===== config.mk =====
export PLATFORM = sky130hd
export DESIGN_NAME = dirty_rect_clusterizer_top
export DESIGN_NICKNAME = d
export VERILOG_FILES = /design/src/rtl/drc_pkg.sv /design/src/rtl/drc_store.sv /design/src/rtl/drc_area.sv /design/src/rtl/dirty_rect_clusterizer_top.sv
export SDC_FILE = /design/constraint.sdc
export NUM_CORES = 2
export LEC_CHECK = 0
export ABC_AREA = 1
export BUFFER_PORTS_ARGS = -buffer_cell sky130_fd_sc_hd__buf_2
export CORE_MARGIN = 2
export CORE_UTILIZATION = 64
export DETAILED_ROUTE_END_ITERATION = 8
export GPL_ROUTABILITY_DRIVEN = 0
export PLACE_DENSITY_LB_ADDON = 0.25
export RECOVER_POWER = 100
export SLEW_MARGIN = 20
export SYNTH_ARGS = -nofsm -noshare
export SYNTH_HDL_FRONTEND = slang
export SYNTH_SLANG_ARGS = --single-unit

===== constraint.sdc =====
create_clock -name clk -period 10.1 [get_ports clk]
set_clock_uncertainty 0.05 [all_clocks]
set_input_delay 1.01 -clock clk [delete_from_list [all_inputs] [get_ports clk]]
set_output_delay 1.01 -clock clk [all_outputs]
set_load 0.005 [all_outputs]

===== src/rtl/drc_pkg.sv =====
package drc_pkg;

  localparam int MaxClusters = 16;
  localparam int CoordBits   = 12;
  localparam int LimitBits   = 5;
  localparam logic [LimitBits-1:0] LimitReset = 5'd16;

  typedef struct packed {
    logic                 mode;
    logic [CoordBits-1:0] rect_x;
    logic [CoordBits-1:0] rect_y;
    logic [CoordBits:0]   rect_width;
    logic [CoordBits:0]   rect_height;
  } drc_in_t;

  typedef struct packed {
    logic                 valid_res;
    logic [CoordBits-1:0] out_left;
    logic [CoordBits-1:0] out_top;
    logic [CoordBits-1:0] out_right;
    logic [CoordBits-1:0] out_bottom;
    logic                 last;
  } drc_out_t;

  localparam logic MODE_ADD   = 1'b0;
  localparam logic MODE_DRAIN = 1'b1;

endpackage


===== src/rtl/drc_store.sv =====
// Cluster store: one write port, one registered read port.
module drc_store #(
  parameter int Depth = 16,
  parameter int Cw    = 12
) (
  input  logic                     clk,
  input  logic                     we,
  input  logic [$clog2(Depth)-1:0] waddr,
  input  logic [4*Cw-1:0]          wdata,
  input  logic [$clog2(Depth)-1:0] raddr,
  output logic [4*Cw-1:0]          rdata
);
  logic [4*Cw-1:0] mem [Depth];

  always_ff @(posedge clk) begin
    if (we) begin
      mem[waddr] <= wdata;
    end
    rdata <= mem[raddr];
  end
endmodule


===== src/rtl/drc_area.sv =====
// Area of an inclusive box, registered (one multiplier).
module drc_area #(
  parameter int Cw = 12
) (
  input  logic              clk,
  input  logic [Cw-1:0]     l,
  input  logic [Cw-1:0]     t,
  input  logic [Cw-1:0]     r,
  input  logic [Cw-1:0]     b,
  output logic [2*Cw+1:0]   area
);
  logic [Cw:0] w;
  logic [Cw:0] h;

  assign w = {1'b0, r} - {1'b0, l} + (Cw+1)'(1);
  assign h = {1'b0, b} - {1'b0, t} + (Cw+1)'(1);

  always_ff @(posedge clk) begin
    area <= w * h;
  end
endmodule


===== src/rtl/dirty_rect_clusterizer_top.sv =====
// Dirty-rectangle clusterizer. Each add item folds a rectangle into up to
// cluster_limit disjoint clusters kept in a single-port-read memory; a drain
// item streams all clusters in slot order (last marks the final one, an
// empty store gives one item with valid_res 0) and clears them. All work
// is a sequencer over the memory, one read per cycle. Each add runs a
// containment scan and then a neighbor search; when no neighbor qualifies
// and the store holds cluster_limit clusters, a join search and (with two
// or more clusters held) a pair search follow before the commit. A drain
// reads and emits each cluster in turn, waiting while the output stalls.
// One item is worked on at a time.
module dirty_rect_clusterizer_top
  import drc_pkg::*;
#(
  parameter int MAX_CLUSTERS = MaxClusters
) (
  input  logic           clk,
  input  logic           rst,
  input  logic           in_valid,
  output logic           in_stall,
  input  drc_in_t        in_item,
  output logic           out_valid,
  input  logic           out_stall,
  output drc_out_t       out_item,
  input  logic           cfg_valid,
  output logic           cfg_ready,
  input  logic [LimitBits-1:0] cfg_data
);
  localparam int Aw = $clog2(MAX_CLUSTERS);
  localparam int Nw = $clog2(MAX_CLUSTERS + 1);
  localparam int Cw = CoordBits;
  localparam int Ew = 2*Cw + 2;
  localparam logic [Cw-1:0] CMAX = {Cw{1'b1}};

  // states
  localparam logic [4:0] S_IDLE   = 5'd0;
  localparam logic [4:0] S_INS_RD = 5'd1;   // containment scan
  localparam logic [4:0] S_INS_CK = 5'd2;
  localparam logic [4:0] S_J_RD   = 5'd3;   // candidate i read
  localparam logic [4:0] S_J_A1   = 5'd4;   // area of cluster
  localparam logic [4:0] S_J_A2   = 5'd5;   // area of union
  localparam logic [4:0] S_J_A3   = 5'd6;
  localparam logic [4:0] S_CL_RD  = 5'd7;   // overlap check scan
  localparam logic [4:0] S_CL_CK  = 5'd8;
  localparam logic [4:0] S_J_NX   = 5'd9;
  localparam logic [4:0] S_P_RDI  = 5'd10;  // pair search
  localparam logic [4:0] S_P_RDJ  = 5'd11;
  localparam logic [4:0] S_P_A1   = 5'd12;
  localparam logic [4:0] S_P_A2   = 5'd13;
  localparam logic [4:0] S_P_A3   = 5'd14;
  localparam logic [4:0] S_P_A4   = 5'd15;
  localparam logic [4:0] S_P_NX   = 5'd16;
  localparam logic [4:0] S_WR     = 5'd17;  // commit
  localparam logic [4:0] S_M_RD1  = 5'd18;
  localparam logic [4:0] S_M_RD2  = 5'd19;
  localparam logic [4:0] S_M_W1   = 5'd20;
  localparam logic [4:0] S_M_W2   = 5'd21;
  localparam logic [4:0] S_DR_RD  = 5'd22;
  localparam logic [4:0] S_DR_OUT = 5'd23;
  localparam logic [4:0] S_DR_E   = 5'd24;
  localparam logic [4:0] S_J_RDW  = 5'd25;
  localparam logic [4:0] S_P_RDW  = 5'd26;
  localparam logic [4:0] S_M_W3   = 5'd27;

  // phase of the join scan
  localparam logic [1:0] PH_NEIGH = 2'd0;
  localparam logic [1:0] PH_FULL  = 2'd1;
  localparam logic [1:0] PH_PAIR  = 2'd2;

  logic [4:0] state;
  logic [1:0] phase;
  logic [LimitBits-1:0] limit;
  logic [Nw-1:0] count;
  logic [Nw-1:0] idx_i;
  logic [Nw-1:0] idx_j;
  logic [Nw-1:0] idx_c;
  logic [Cw-1:0] rl, rt, rr, rb;       // incoming rectangle
  logic [Cw-1:0] al, at, ar, ab;       // cluster i
  logic [Cw-1:0] bl, bt, br, bb;       // cluster j
  logic [Cw-1:0] ul, ut, ur, ub;       // candidate union
  logic [Ew-1:0] area_a;
  logic [Ew-1:0] area_b;
  logic signed [Ew:0] cost;
  logic signed [Ew:0] best;
  logic          best_ok;
  logic signed [Ew:0] fb_cost;
  logic          fb_ok;
  logic [Aw-1:0] pick, fb, m1, m2;
  logic          pick_ok, m_ok;
  logic          clear;

  // memory ports
  logic          we;
  logic [Aw-1:0] waddr;
  logic [4*Cw-1:0] wdata;
  logic [Aw-1:0] raddr;
  logic [4*Cw-1:0] rdata;
  logic [Cw-1:0] dl, dt, dr, db;

  drc_store #(.Depth(MAX_CLUSTERS), .Cw(Cw)) u_store (
    .clk(clk), .we(we), .waddr(waddr), .wdata(wdata),
    .raddr(raddr), .rdata(rdata)
  );
  assign {dl, dt, dr, db} = rdata;

  // shared area unit
  logic [Cw-1:0] ml, mt, mr, mb;
  logic [Ew-1:0] area_q;
  drc_area #(.Cw(Cw)) u_area (
    .clk(clk), .l(ml), .t(mt), .r(mr), .b(mb), .area(area_q)
  );

  // growth costs; a pair of overlapping clusters can cost less than zero
  logic signed [Ew:0] join_cost;
  logic signed [Ew:0] pair_cost;
  assign join_cost = $signed({1'b0, area_q}) - $signed({1'b0, area_a});
  assign pair_cost = join_cost - $signed({1'b0, area_b});

  // effective limit, clamped
  logic [Nw:0] cap;
  always_comb begin
    if (limit == '0) cap = (Nw+1)'(1);
    else if ({{(Nw+1){1'b0}}, limit} > (Nw+LimitBits+1)'(MAX_CLUSTERS))
      cap = (Nw+1)'(MAX_CLUSTERS);
    else cap = (Nw+1)'(limit);
  end

  // incoming rectangle conversion
  logic [Cw:0] w_eff, h_eff;
  logic [Cw+13:0] r_full, b_full;
  always_comb begin
    w_eff = (in_item.rect_width  == '0) ? (Cw+1)'(1) : in_item.rect_width;
    h_eff = (in_item.rect_height == '0) ? (Cw+1)'(1) : in_item.rect_height;
    r_full = (Cw+14)'(in_item.rect_x[Cw-1:0]) + (Cw+14)'(w_eff) - (Cw+14)'(1);
    b_full = (Cw+14)'(in_item.rect_y[Cw-1:0]) + (Cw+14)'(h_eff) - (Cw+14)'(1);
  end

  // geometry helpers on current read data
  logic d_meets_u;
  logic d_holds_r;
  logic d_meets_big;
  logic [Cw+1:0] gl, gt, gr, gb;
  always_comb begin
    gl = {2'b0, rl} - (Cw+2)'(1);
    gt = {2'b0, rt} - (Cw+2)'(1);
    gr = {2'b0, rr} + (Cw+2)'(2);
    gb = {2'b0, rb} + (Cw+2)'(2);
    d_meets_u = (dl <= ur) && (ul <= dr) && (dt <= ub) && (ut <= db);
    d_holds_r = (rl >= dl) && (rr <= dr) && (rt >= dt) && (rb <= db);
    // grown box may reach -1: treat as signed compare
    d_meets_big = ($signed({2'b0, dl}) <= $signed(gr)) &&
                  ($signed(gl) <= $signed({2'b0, dr})) &&
                  ($signed({2'b0, dt}) <= $signed(gb)) &&
                  ($signed(gt) <= $signed({2'b0, db}));
  end

  // read address and area operand select
  always_comb begin
    raddr = idx_i[Aw-1:0];
    unique case (state)
      S_CL_RD, S_CL_CK: raddr = idx_c[Aw-1:0];
      S_P_RDJ, S_P_RDW: raddr = idx_j[Aw-1:0];
      S_M_RD2:          raddr = m2;
      S_M_W1:           raddr = Aw'(count - Nw'(1));
      default:          raddr = idx_i[Aw-1:0];
    endcase
  end

  always_comb begin
    {ml, mt, mr, mb} = {ul, ut, ur, ub};
    case (state)
      S_J_A1, S_P_A1: {ml, mt, mr, mb} = {al, at, ar, ab};
      S_P_A2:         {ml, mt, mr, mb} = {bl, bt, br, bb};
      default:        {ml, mt, mr, mb} = {ul, ut, ur, ub};
    endcase
  end

  logic [Nw-1:0] n_scan;   // number of candidates scanned in the pair loop
  assign n_scan = count;

  assign in_stall  = (state != S_IDLE);
  assign cfg_ready = (state == S_IDLE);

  always_ff @(posedge clk) begin
    if (rst) begin
      state     <= S_IDLE;
      limit     <= LimitReset;
      count     <= '0;
      out_valid <= 1'b0;
      we        <= 1'b0;
    end else begin
      we <= 1'b0;
      if (cfg_valid && cfg_ready) limit <= cfg_data;
      unique case (state)
        S_IDLE: begin
          if (in_valid) begin
            if (in_item.mode == MODE_DRAIN) begin
              idx_i <= '0;
              state <= (count == '0) ? S_DR_E : S_DR_RD;
            end else begin
              rl <= in_item.rect_x[Cw-1:0];
              rt <= in_item.rect_y[Cw-1:0];
              rr <= (r_full > (Cw+14)'(CMAX)) ? CMAX : r_full[Cw-1:0];
              rb <= (b_full > (Cw+14)'(CMAX)) ? CMAX : b_full[Cw-1:0];
              idx_i   <= '0;
              pick_ok <= 1'b0;
              best_ok <= 1'b0;
              fb_ok   <= 1'b0;
              m_ok    <= 1'b0;
              phase   <= PH_NEIGH;
              state   <= (count == '0) ? S_WR : S_INS_RD;
            end
          end
        end
        // containment
        S_INS_RD: state <= S_INS_CK;
        S_INS_CK: begin
          if (d_holds_r) state <= S_IDLE;
          else if (idx_i + Nw'(1) == count) begin
            idx_i <= '0;
            state <= S_J_RD;
          end else begin
            idx_i <= idx_i + Nw'(1);
            state <= S_INS_RD;
          end
        end
        // join candidate
        S_J_RD: state <= S_J_RDW;
        S_J_RDW: begin
          {al, at, ar, ab} <= rdata;
          ul <= (dl < rl) ? dl : rl;
          ut <= (dt < rt) ? dt : rt;
          ur <= (dr > rr) ? dr : rr;
          ub <= (db > rb) ? db : rb;
          if (phase == PH_NEIGH && !d_meets_big) state <= S_J_NX;
          else state <= S_J_A1;
        end
        S_J_A1: state <= S_J_A2;
        S_J_A2: begin
          area_a <= area_q;
          state  <= S_J_A3;
        end
        S_J_A3: begin
          cost <= join_cost;
          if (phase == PH_FULL && (!fb_ok || join_cost < fb_cost)) begin
            fb_ok   <= 1'b1;
            fb_cost <= join_cost;
            fb      <= idx_i[Aw-1:0];
          end
          if (best_ok && join_cost >= best) state <= S_J_NX;
          else begin
            idx_c <= '0;
            clear <= 1'b1;
            state <= S_CL_RD;
          end
        end
        // overlap scan of union against others
        S_CL_RD: state <= S_CL_CK;
        S_CL_CK: begin
          logic hit;
          hit = d_meets_u && (idx_c != idx_i) &&
                !(phase == PH_PAIR && idx_c == idx_j);
          if (hit || idx_c + Nw'(1) == count) begin
            if (!hit && clear) begin
              best    <= cost;
              best_ok <= 1'b1;
              if (phase == PH_PAIR) begin
                m_ok <= 1'b1;
                m1   <= idx_i[Aw-1:0];
                m2   <= idx_j[Aw-1:0];
              end else begin
                pick_ok <= 1'b1;
                pick    <= idx_i[Aw-1:0];
              end
            end
            state <= (phase == PH_PAIR) ? S_P_NX : S_J_NX;
          end else begin
            idx_c <= idx_c + Nw'(1);
            state <= S_CL_RD;
          end
        end
        S_J_NX: begin
          if (idx_i + Nw'(1) != count) begin
            idx_i <= idx_i + Nw'(1);
            state <= S_J_RD;
          end else if (phase == PH_NEIGH) begin
            if (pick_ok) state <= S_WR;
            else if ({1'b0, count} < cap) state <= S_WR;
            else begin
              phase   <= PH_FULL;
              idx_i   <= '0;
              best_ok <= 1'b0;
              state   <= S_J_RD;
            end
          end else if (count == Nw'(1)) begin
            // a single cluster has no pair to merge
            state <= S_WR;
          end else begin
            phase <= PH_PAIR;
            idx_i <= '0;
            idx_j <= Nw'(1);
            state <= S_P_RDI;
          end
        end
        // pair search
        S_P_RDI: state <= S_P_RDJ;
        S_P_RDJ: begin
          {al, at, ar, ab} <= rdata;
          state <= S_P_RDW;
        end
        S_P_RDW: begin
          {bl, bt, br, bb} <= rdata;
          ul <= (dl < al) ? dl : al;
          ut <= (dt < at) ? dt : at;
          ur <= (dr > ar) ? dr : ar;
          ub <= (db > ab) ? db : ab;
          state <= S_P_A1;
        end
        S_P_A1: state <= S_P_A2;
        S_P_A2: begin
          area_a <= area_q;
          state  <= S_P_A3;
        end
        S_P_A3: begin
          area_b <= area_q;
          state  <= S_P_A4;
        end
        S_P_A4: begin
          cost <= pair_cost;
          if (best_ok && pair_cost >= best)
            state <= S_P_NX;
          else begin
            idx_c <= '0;
            clear <= 1'b1;
            state <= S_CL_RD;
          end
        end
        S_P_NX: begin
          logic [Nw-1:0] ni, nj;
          ni = idx_i;
          nj = idx_j + Nw'(1);
          if (nj == ni) nj = nj + Nw'(1);
          if (nj >= n_scan) begin
            ni = idx_i + Nw'(1);
            nj = (ni == '0) ? Nw'(1) : '0;
          end
          if (ni >= n_scan) state <= S_WR;
          else begin
            idx_i <= ni;
            idx_j <= nj;
            state <= S_P_RDI;
          end
        end
        // commit
        S_WR: begin
          if (m_ok) begin
            idx_i <= Nw'(m1);
            state <= S_M_RD1;
          end else if (pick_ok || fb_ok) begin
            idx_i <= Nw'(pick_ok ? pick : fb);
            state <= S_M_RD1;
            phase <= PH_NEIGH;
          end else begin
            we    <= 1'b1;
            waddr <= count[Aw-1:0];
            wdata <= {rl, rt, rr, rb};
            count <= count + Nw'(1);
            state <= S_IDLE;
          end
        end
        S_M_RD1: state <= S_M_RD2;
        S_M_RD2: begin
          // rdata = slot idx_i
          if (!m_ok) begin
            we    <= 1'b1;
            waddr <= idx_i[Aw-1:0];
            wdata <= {((dl < rl) ? dl : rl), ((dt < rt) ? dt : rt),
                      ((dr > rr) ? dr : rr), ((db > rb) ? db : rb)};
            state <= S_IDLE;
          end else begin
            {al, at, ar, ab} <= rdata;
            state <= S_M_W1;
          end
        end
        S_M_W1: begin
          // rdata = slot m2
          we    <= 1'b1;
          waddr <= m1;
          wdata <= {((dl < al) ? dl : al), ((dt < at) ? dt : at),
                    ((dr > ar) ? dr : ar), ((db > ab) ? db : ab)};
          state <= S_M_W2;
        end
        S_M_W2: begin
          // rdata = last slot, read before the m1 write landed; forward the
          // merged box when m1 is the last slot
          we    <= 1'b1;
          waddr <= m2;
          if (m1 == Aw'(count - Nw'(1)))
            wdata <= wdata;
          else
            wdata <= rdata;
          state <= S_M_W3;
        end
        S_M_W3: begin
          // new rectangle into the last slot
          we    <= 1'b1;
          waddr <= Aw'(count - Nw'(1));
          wdata <= {rl, rt, rr, rb};
          state <= S_IDLE;
        end
        // drain
        S_DR_RD: begin
          if (!out_valid || !out_stall) state <= S_DR_OUT;
        end
        S_DR_OUT: begin
          out_valid          <= 1'b1;
          out_item.valid_res <= 1'b1;
          out_item.out_left  <= dl;
          out_item.out_top   <= dt;
          out_item.out_right <= dr;
          out_item.out_bottom <= db;
          out_item.last      <= (idx_i + Nw'(1) == count);
          if (idx_i + Nw'(1) == count) begin
            count <= '0;
            state <= S_IDLE;
          end else begin
            idx_i <= idx_i + Nw'(1);
            state <= S_DR_RD;
          end
        end
        S_DR_E: begin
          if (!out_valid || !out_stall) begin
            out_valid           <= 1'b1;
            out_item.valid_res  <= 1'b0;
            out_item.out_left   <= '0;
            out_item.out_top    <= '0;
            out_item.out_right  <= '0;
            out_item.out_bottom <= '0;
            out_item.last       <= 1'b1;
            state <= S_IDLE;
          end
        end
        default: state <= S_IDLE;
      endcase
      if (out_valid && !out_stall && state != S_DR_OUT && state != S_DR_E)
        out_valid <= 1'b0;
    end
  end

  // store holds no more clusters than its depth
  a_count_range: assert property (@(posedge clk) disable iff (rst)
    count <= Nw'(MAX_CLUSTERS))
    else $error("cluster count overflow");

  // a drain leaves the store empty
  a_drain_clears: assert property (@(posedge clk) disable iff (rst)
    (state == S_DR_OUT && out_item.last == 1'b0 && idx_i + Nw'(1) == count)
      |=> count == '0)
    else $error("drain did not clear");

  // input is only taken when idle
  a_accept_idle: assert property (@(posedge clk) disable iff (rst)
    (in_valid && !in_stall) |-> state == S_IDLE)
    else $error("accept while busy");
endmodule

==> parameters.txt <==
Parameter                              Value

Flow run
  Reported max-cap violation count ... 38

Yosys
  Netlist area before placement ... 71970 sq um
  Most frequently used flop master after synthesis ... sky130_fd_sc_hd__edfxtp_1
  Cell types with the largest area share after synthesis ... sky130_fd_sc_hd__edfxtp_1 (51%), sky130_fd_sc_hd__ha_1 (9.0%), sky130_fd_sc_hd__nand2_1 (5.9%)
  Synth async-reset ratio ... 0%
  Synth Register Bits ... 1323
  Post-synthesis cell type count ... 57
  Number of flops mapped to enable cells by yosys ... 1232
  Cell type contributing the most total cell area after synthesis ... sky130_fd_sc_hd__edfxtp_1
  Sequential area share after synthesis ... 53.94%
  Post-synthesis cell count ... 6961
  Area share of the leading cell type in the synthesized netlist ... 51.41%
  Average cell area after synthesis ... 10.34 sq um
  Count of warnings emitted by yosys ... 0
  Net count of the mapped netlist ... 7668

Clock tree
  Number of buffers created by CTS ... 138
  Max Buffers Root-to-Sink ... 3
  Clock-pin slew of the registers on the worst-case setup and hold paths ... 0.06 ns
  Clock tree from TritonCTS ... built
  Library cell used as clock root buffer ... sky130_fd_sc_hd__clkbuf_16
  Count of hold buffers inserted by post-cts repair ... 0
  Post-CTS setup repair buffer count ... 0
  Gates resized, CTS repair ... 0
  Clock latency on the worst-skew pair ... 0.78 ns
  # H-tree levels ... 4
  Number of clock sinks ... 1323

Floorplanning
  Die X ... 339.3 um
  Total number of placement rows ... 123
  Core area ... 112000 sq um
  Initial core utilization ... 64.23%
  Height of the die ... 339.3 um
  Area of the die ... 115100 sq um
  Boundary pin count ... 114

Critical path
  Path depth of the worst reg2reg path ... 16
  Critical Setup Path Class ... flip-flop to flip-flop
  Required time of the critical path ... 10.69 ns
  Worst-path fanout max ... 51
  Element type at the critical path end ... flip-flop
  WP data arrival ... 10.36 ns
  Kind of start point of the critical path ... flip-flop

Global route
  Antenna violations before repair ... 6
  Largest net degree at the start of global routing ... 184
  Via count of the first global-routing pass ... 51590
  Global-route wire length before repair ... 298.7 mm
  Total global routing overflow ... 0
  Global router's overall resource usage ... 33.96%

Routing
  Routed length on met2 ... 88.28 mm
  Sum of routed wire segments on met1 ... 73.66 mm
  Uppermost metal layer occupied by signal nets ... met5
  Wire length per cell after detailed routing ... 22.85 um
  Vias per cell ... 6.191
  DRC marker count from the first detailed-route iteration ... 7134
  Antenna Nets Post-Route ... 0
  TritonRoute pass-1 iters ... 6
  WL met3 ... 21.46 mm
  Routed WL ... 197.8 mm
  Total via count after detailed routing ... 53610
  Post-route DRC ... 0

STA
  Unrepaired setup endpoints after global routing ... no
  Total Neg Setup Slack ... 0 ns
  Count of endpoints failing hold in the final timing report ... 0
  Relative max-transition margin ... -200.0%
  Number of slew-limit violations in the final report ... 1488
  Worst Tran Pin Value ... 4.499 ns
  Post-layout minimum cycle time ... 9.766 ns
  Count of final setup violators ... 0
  Worst hold margin ... 0.3642 ns
  Highest achievable clock rate ... 0.1024 GHz
  Period utilization ... 96.69%

Cells and area
  # nets final ... 7749
  Layout cell share with drive strength beyond 1 ... 5.466%
  Signed area change from the synthesized netlist to the final layout ... 8.599%

Place
  Port Buffer Count ... 113
  HPWL Detailed ... 129.2 mm

Status
  Outcome ... finished, violations left
  Failing checks ... max-capacitance violations, max-slew violations

Min path
  Hold path cells ... 0
  Class of the worst hold path ... flip-flop to flip-flop
-- critical path, cell delays in order, from the launching register on --
cell and delay [ns]:
sky130_fd_sc_hd__dfxtp_1 0.33, sky130_fd_sc_hd__inv_1 0.16, sky130_fd_sc_hd__nand2_1 0.10, sky130_fd_sc_hd__nor2_1 0.15
sky130_fd_sc_hd__nand2_1 0.25, sky130_fd_sc_hd__clkbuf_1 0.49, sky130_fd_sc_hd__inv_1 0.15, sky130_fd_sc_hd__clkbuf_1 1.96
sky130_fd_sc_hd__a22oi_1 0.31, sky130_fd_sc_hd__o2111ai_1 0.23, sky130_fd_sc_hd__o21a_4 0.16, sky130_fd_sc_hd__clkbuf_1 2.11
sky130_fd_sc_hd__inv_2 1.43, sky130_fd_sc_hd__buf_2 0.90, sky130_fd_sc_hd__nand3_1 0.31, sky130_fd_sc_hd__nand3_1 0.12
sky130_fd_sc_hd__nand2_1 0.36
-- flip-flops by register name, summed over array words and instances, names as in the netlist, 27 cells and up --
register / cells
cost: 27
u_store.mem: 768
best: 27
u_store.rdata: 48
fb_cost: 27
wdata: 48
out_item: 50
-- cells by family after synthesis --
kind of cell,after synthesis,synth area share (%)
AO/OA/AOI/OAI,1294,10.87
XOR/XNOR,163,1.984
adder cells (fa/ha/maj),646,12.56
buffers and inverters,1217,6.584
flip-flops,1323,53.94
multiplexers,1,0.01391
AND/OR/NAND/NOR,2317,14.06
-- synthesized netlist by cell type, types with 28 or more instances --
| cell type | number |
|---|---|
| sky130_fd_sc_hd__nor3_1 | 48 |
| sky130_fd_sc_hd__o21bai_1 | 60 |
| sky130_fd_sc_hd__xnor2_1 | 38 |
| sky130_fd_sc_hd__buf_2 | 73 |
| sky130_fd_sc_hd__o21ai_0 | 480 |
| sky130_fd_sc_hd__nand3_1 | 437 |
| sky130_fd_sc_hd__o2111ai_1 | 48 |
| sky130_fd_sc_hd__o211ai_1 | 254 |
| sky130_fd_sc_hd__clkbuf_1 | 141 |
| sky130_fd_sc_hd__nor2_1 | 404 |
| sky130_fd_sc_hd__inv_1 | 952 |
| sky130_fd_sc_hd__a21oi_1 | 268 |
| sky130_fd_sc_hd__fa_1 | 127 |
| sky130_fd_sc_hd__o21ai_1 | 49 |
| sky130_fd_sc_hd__or2_0 | 44 |
| sky130_fd_sc_hd__nand2_1 | 1126 |
| sky130_fd_sc_hd__a22oi_1 | 28 |
| sky130_fd_sc_hd__edfxtp_1 | 1232 |
| sky130_fd_sc_hd__or2_2 | 77 |
| sky130_fd_sc_hd__nand4_1 | 51 |
| sky130_fd_sc_hd__dfxtp_1 | 91 |
| sky130_fd_sc_hd__or2_1 | 85 |
| sky130_fd_sc_hd__ha_1 | 519 |
| sky130_fd_sc_hd__xor2_1 | 125 |
| sky130_fd_sc_hd__a221oi_1 | 34 |
-- placed cells by master (no fill, tap or decap), types with 9 or more instances in the layout --
cell type | synthesis | layout
sky130_fd_sc_hd__o21ai_1 | 49 | 46
sky130_fd_sc_hd__or2_1 | 85 | 85
sky130_fd_sc_hd__ha_1 | 519 | 519
sky130_fd_sc_hd__o2111ai_1 | 48 | 48
sky130_fd_sc_hd__buf_4 | 8 | 25
sky130_fd_sc_hd__o21ai_0 | 480 | 481
sky130_fd_sc_hd__a22oi_1 | 28 | 28
sky130_fd_sc_hd__a221oi_1 | 34 | 34
sky130_fd_sc_hd__a21oi_1 | 268 | 267
sky130_fd_sc_hd__clkinv_1 | 5 | 29
sky130_fd_sc_hd__xor2_1 | 125 | 125
sky130_fd_sc_hd__dfxtp_1 | 91 | 91
sky130_fd_sc_hd__edfxtp_1 | 1232 | 1232
sky130_fd_sc_hd__xnor2_1 | 38 | 38
sky130_fd_sc_hd__nand3_1 | 437 | 437
sky130_fd_sc_hd__nand4_1 | 51 | 51
sky130_fd_sc_hd__clkbuf_1 | 141 | 130
sky130_fd_sc_hd__buf_2 | 73 | 60
sky130_fd_sc_hd__fa_1 | 127 | 127
sky130_fd_sc_hd__or2_0 | 44 | 44
sky130_fd_sc_hd__or2_2 | 77 | 77
sky130_fd_sc_hd__inv_1 | 952 | 954
sky130_fd_sc_hd__o21a_1 | 16 | 15
sky130_fd_sc_hd__nor2_1 | 404 | 399
sky130_fd_sc_hd__o21bai_1 | 60 | 60
sky130_fd_sc_hd__clkbuf_16 | 0 | 139
sky130_fd_sc_hd__clkinv_2 | 0 | 19
sky130_fd_sc_hd__a21boi_0 | 10 | 10
sky130_fd_sc_hd__o211ai_1 | 254 | 254
sky130_fd_sc_hd__nand2_1 | 1126 | 1127
sky130_fd_sc_hd__o221ai_1 | 9 | 9
sky130_fd_sc_hd__nor4_1 | 17 | 17
sky130_fd_sc_hd__nor3_1 | 48 | 48
sky130_fd_sc_hd__clkinvlp_4 | 0 | 9
-- final cells by class --
class | count | area, sq um
Sequential cell | 1323 | 38820
Fill cell | 8087 | 33880
Multi-Input combinational cell | 4421 | 28520
Clock buffer | 176 | 3697
Inverter | 967 | 3637
Tap cell | 1500 | 1877
Timing Repair Buffer | 191 | 903.4
Clock inverter | 75 | 690.7
Antenna cell | 5 | 12.51
-- worst paths after layout --
check                                           start                       end  slack (ns)
worst min register to register     cost[12]$_DFFE_PP_        best[12]$_DFFE_PP_        0.36
worst max register to register  state[2]$_SDFFE_PP0P_  u_store.rdata[2]$_DFF_P_        0.33
worst min-delay path               cost[12]$_DFFE_PP_        best[12]$_DFFE_PP_        0.36
worst max-delay path            state[2]$_SDFFE_PP0P_  u_store.rdata[2]$_DFF_P_        0.33
-- per-layer routing --
layer	global-route usage (%)	vias up
met4	20.72	6
met3	6.457	742
li1	-	24290
met2	52.91	3256
met5	0	-
met1	44.47	25310
-- metrics by stage --
stage               instance area (sq um)  util, %  cells  setup WS [ns]
global route                        78140    69.75   8654        0.09184
finish                              78160    69.76   8658         0.3342
CTS                                 78560    70.12   8653          1.017
global placement                    74170    66.20   8402          1.298
floorplan                           71970        -   6961          2.301
detailed placement                  74170    66.20   8402          1.049
Power is left out: the tool's default activity adds up to more than one toggle a clock period on the data nets, which glitch-free logic cannot reach.
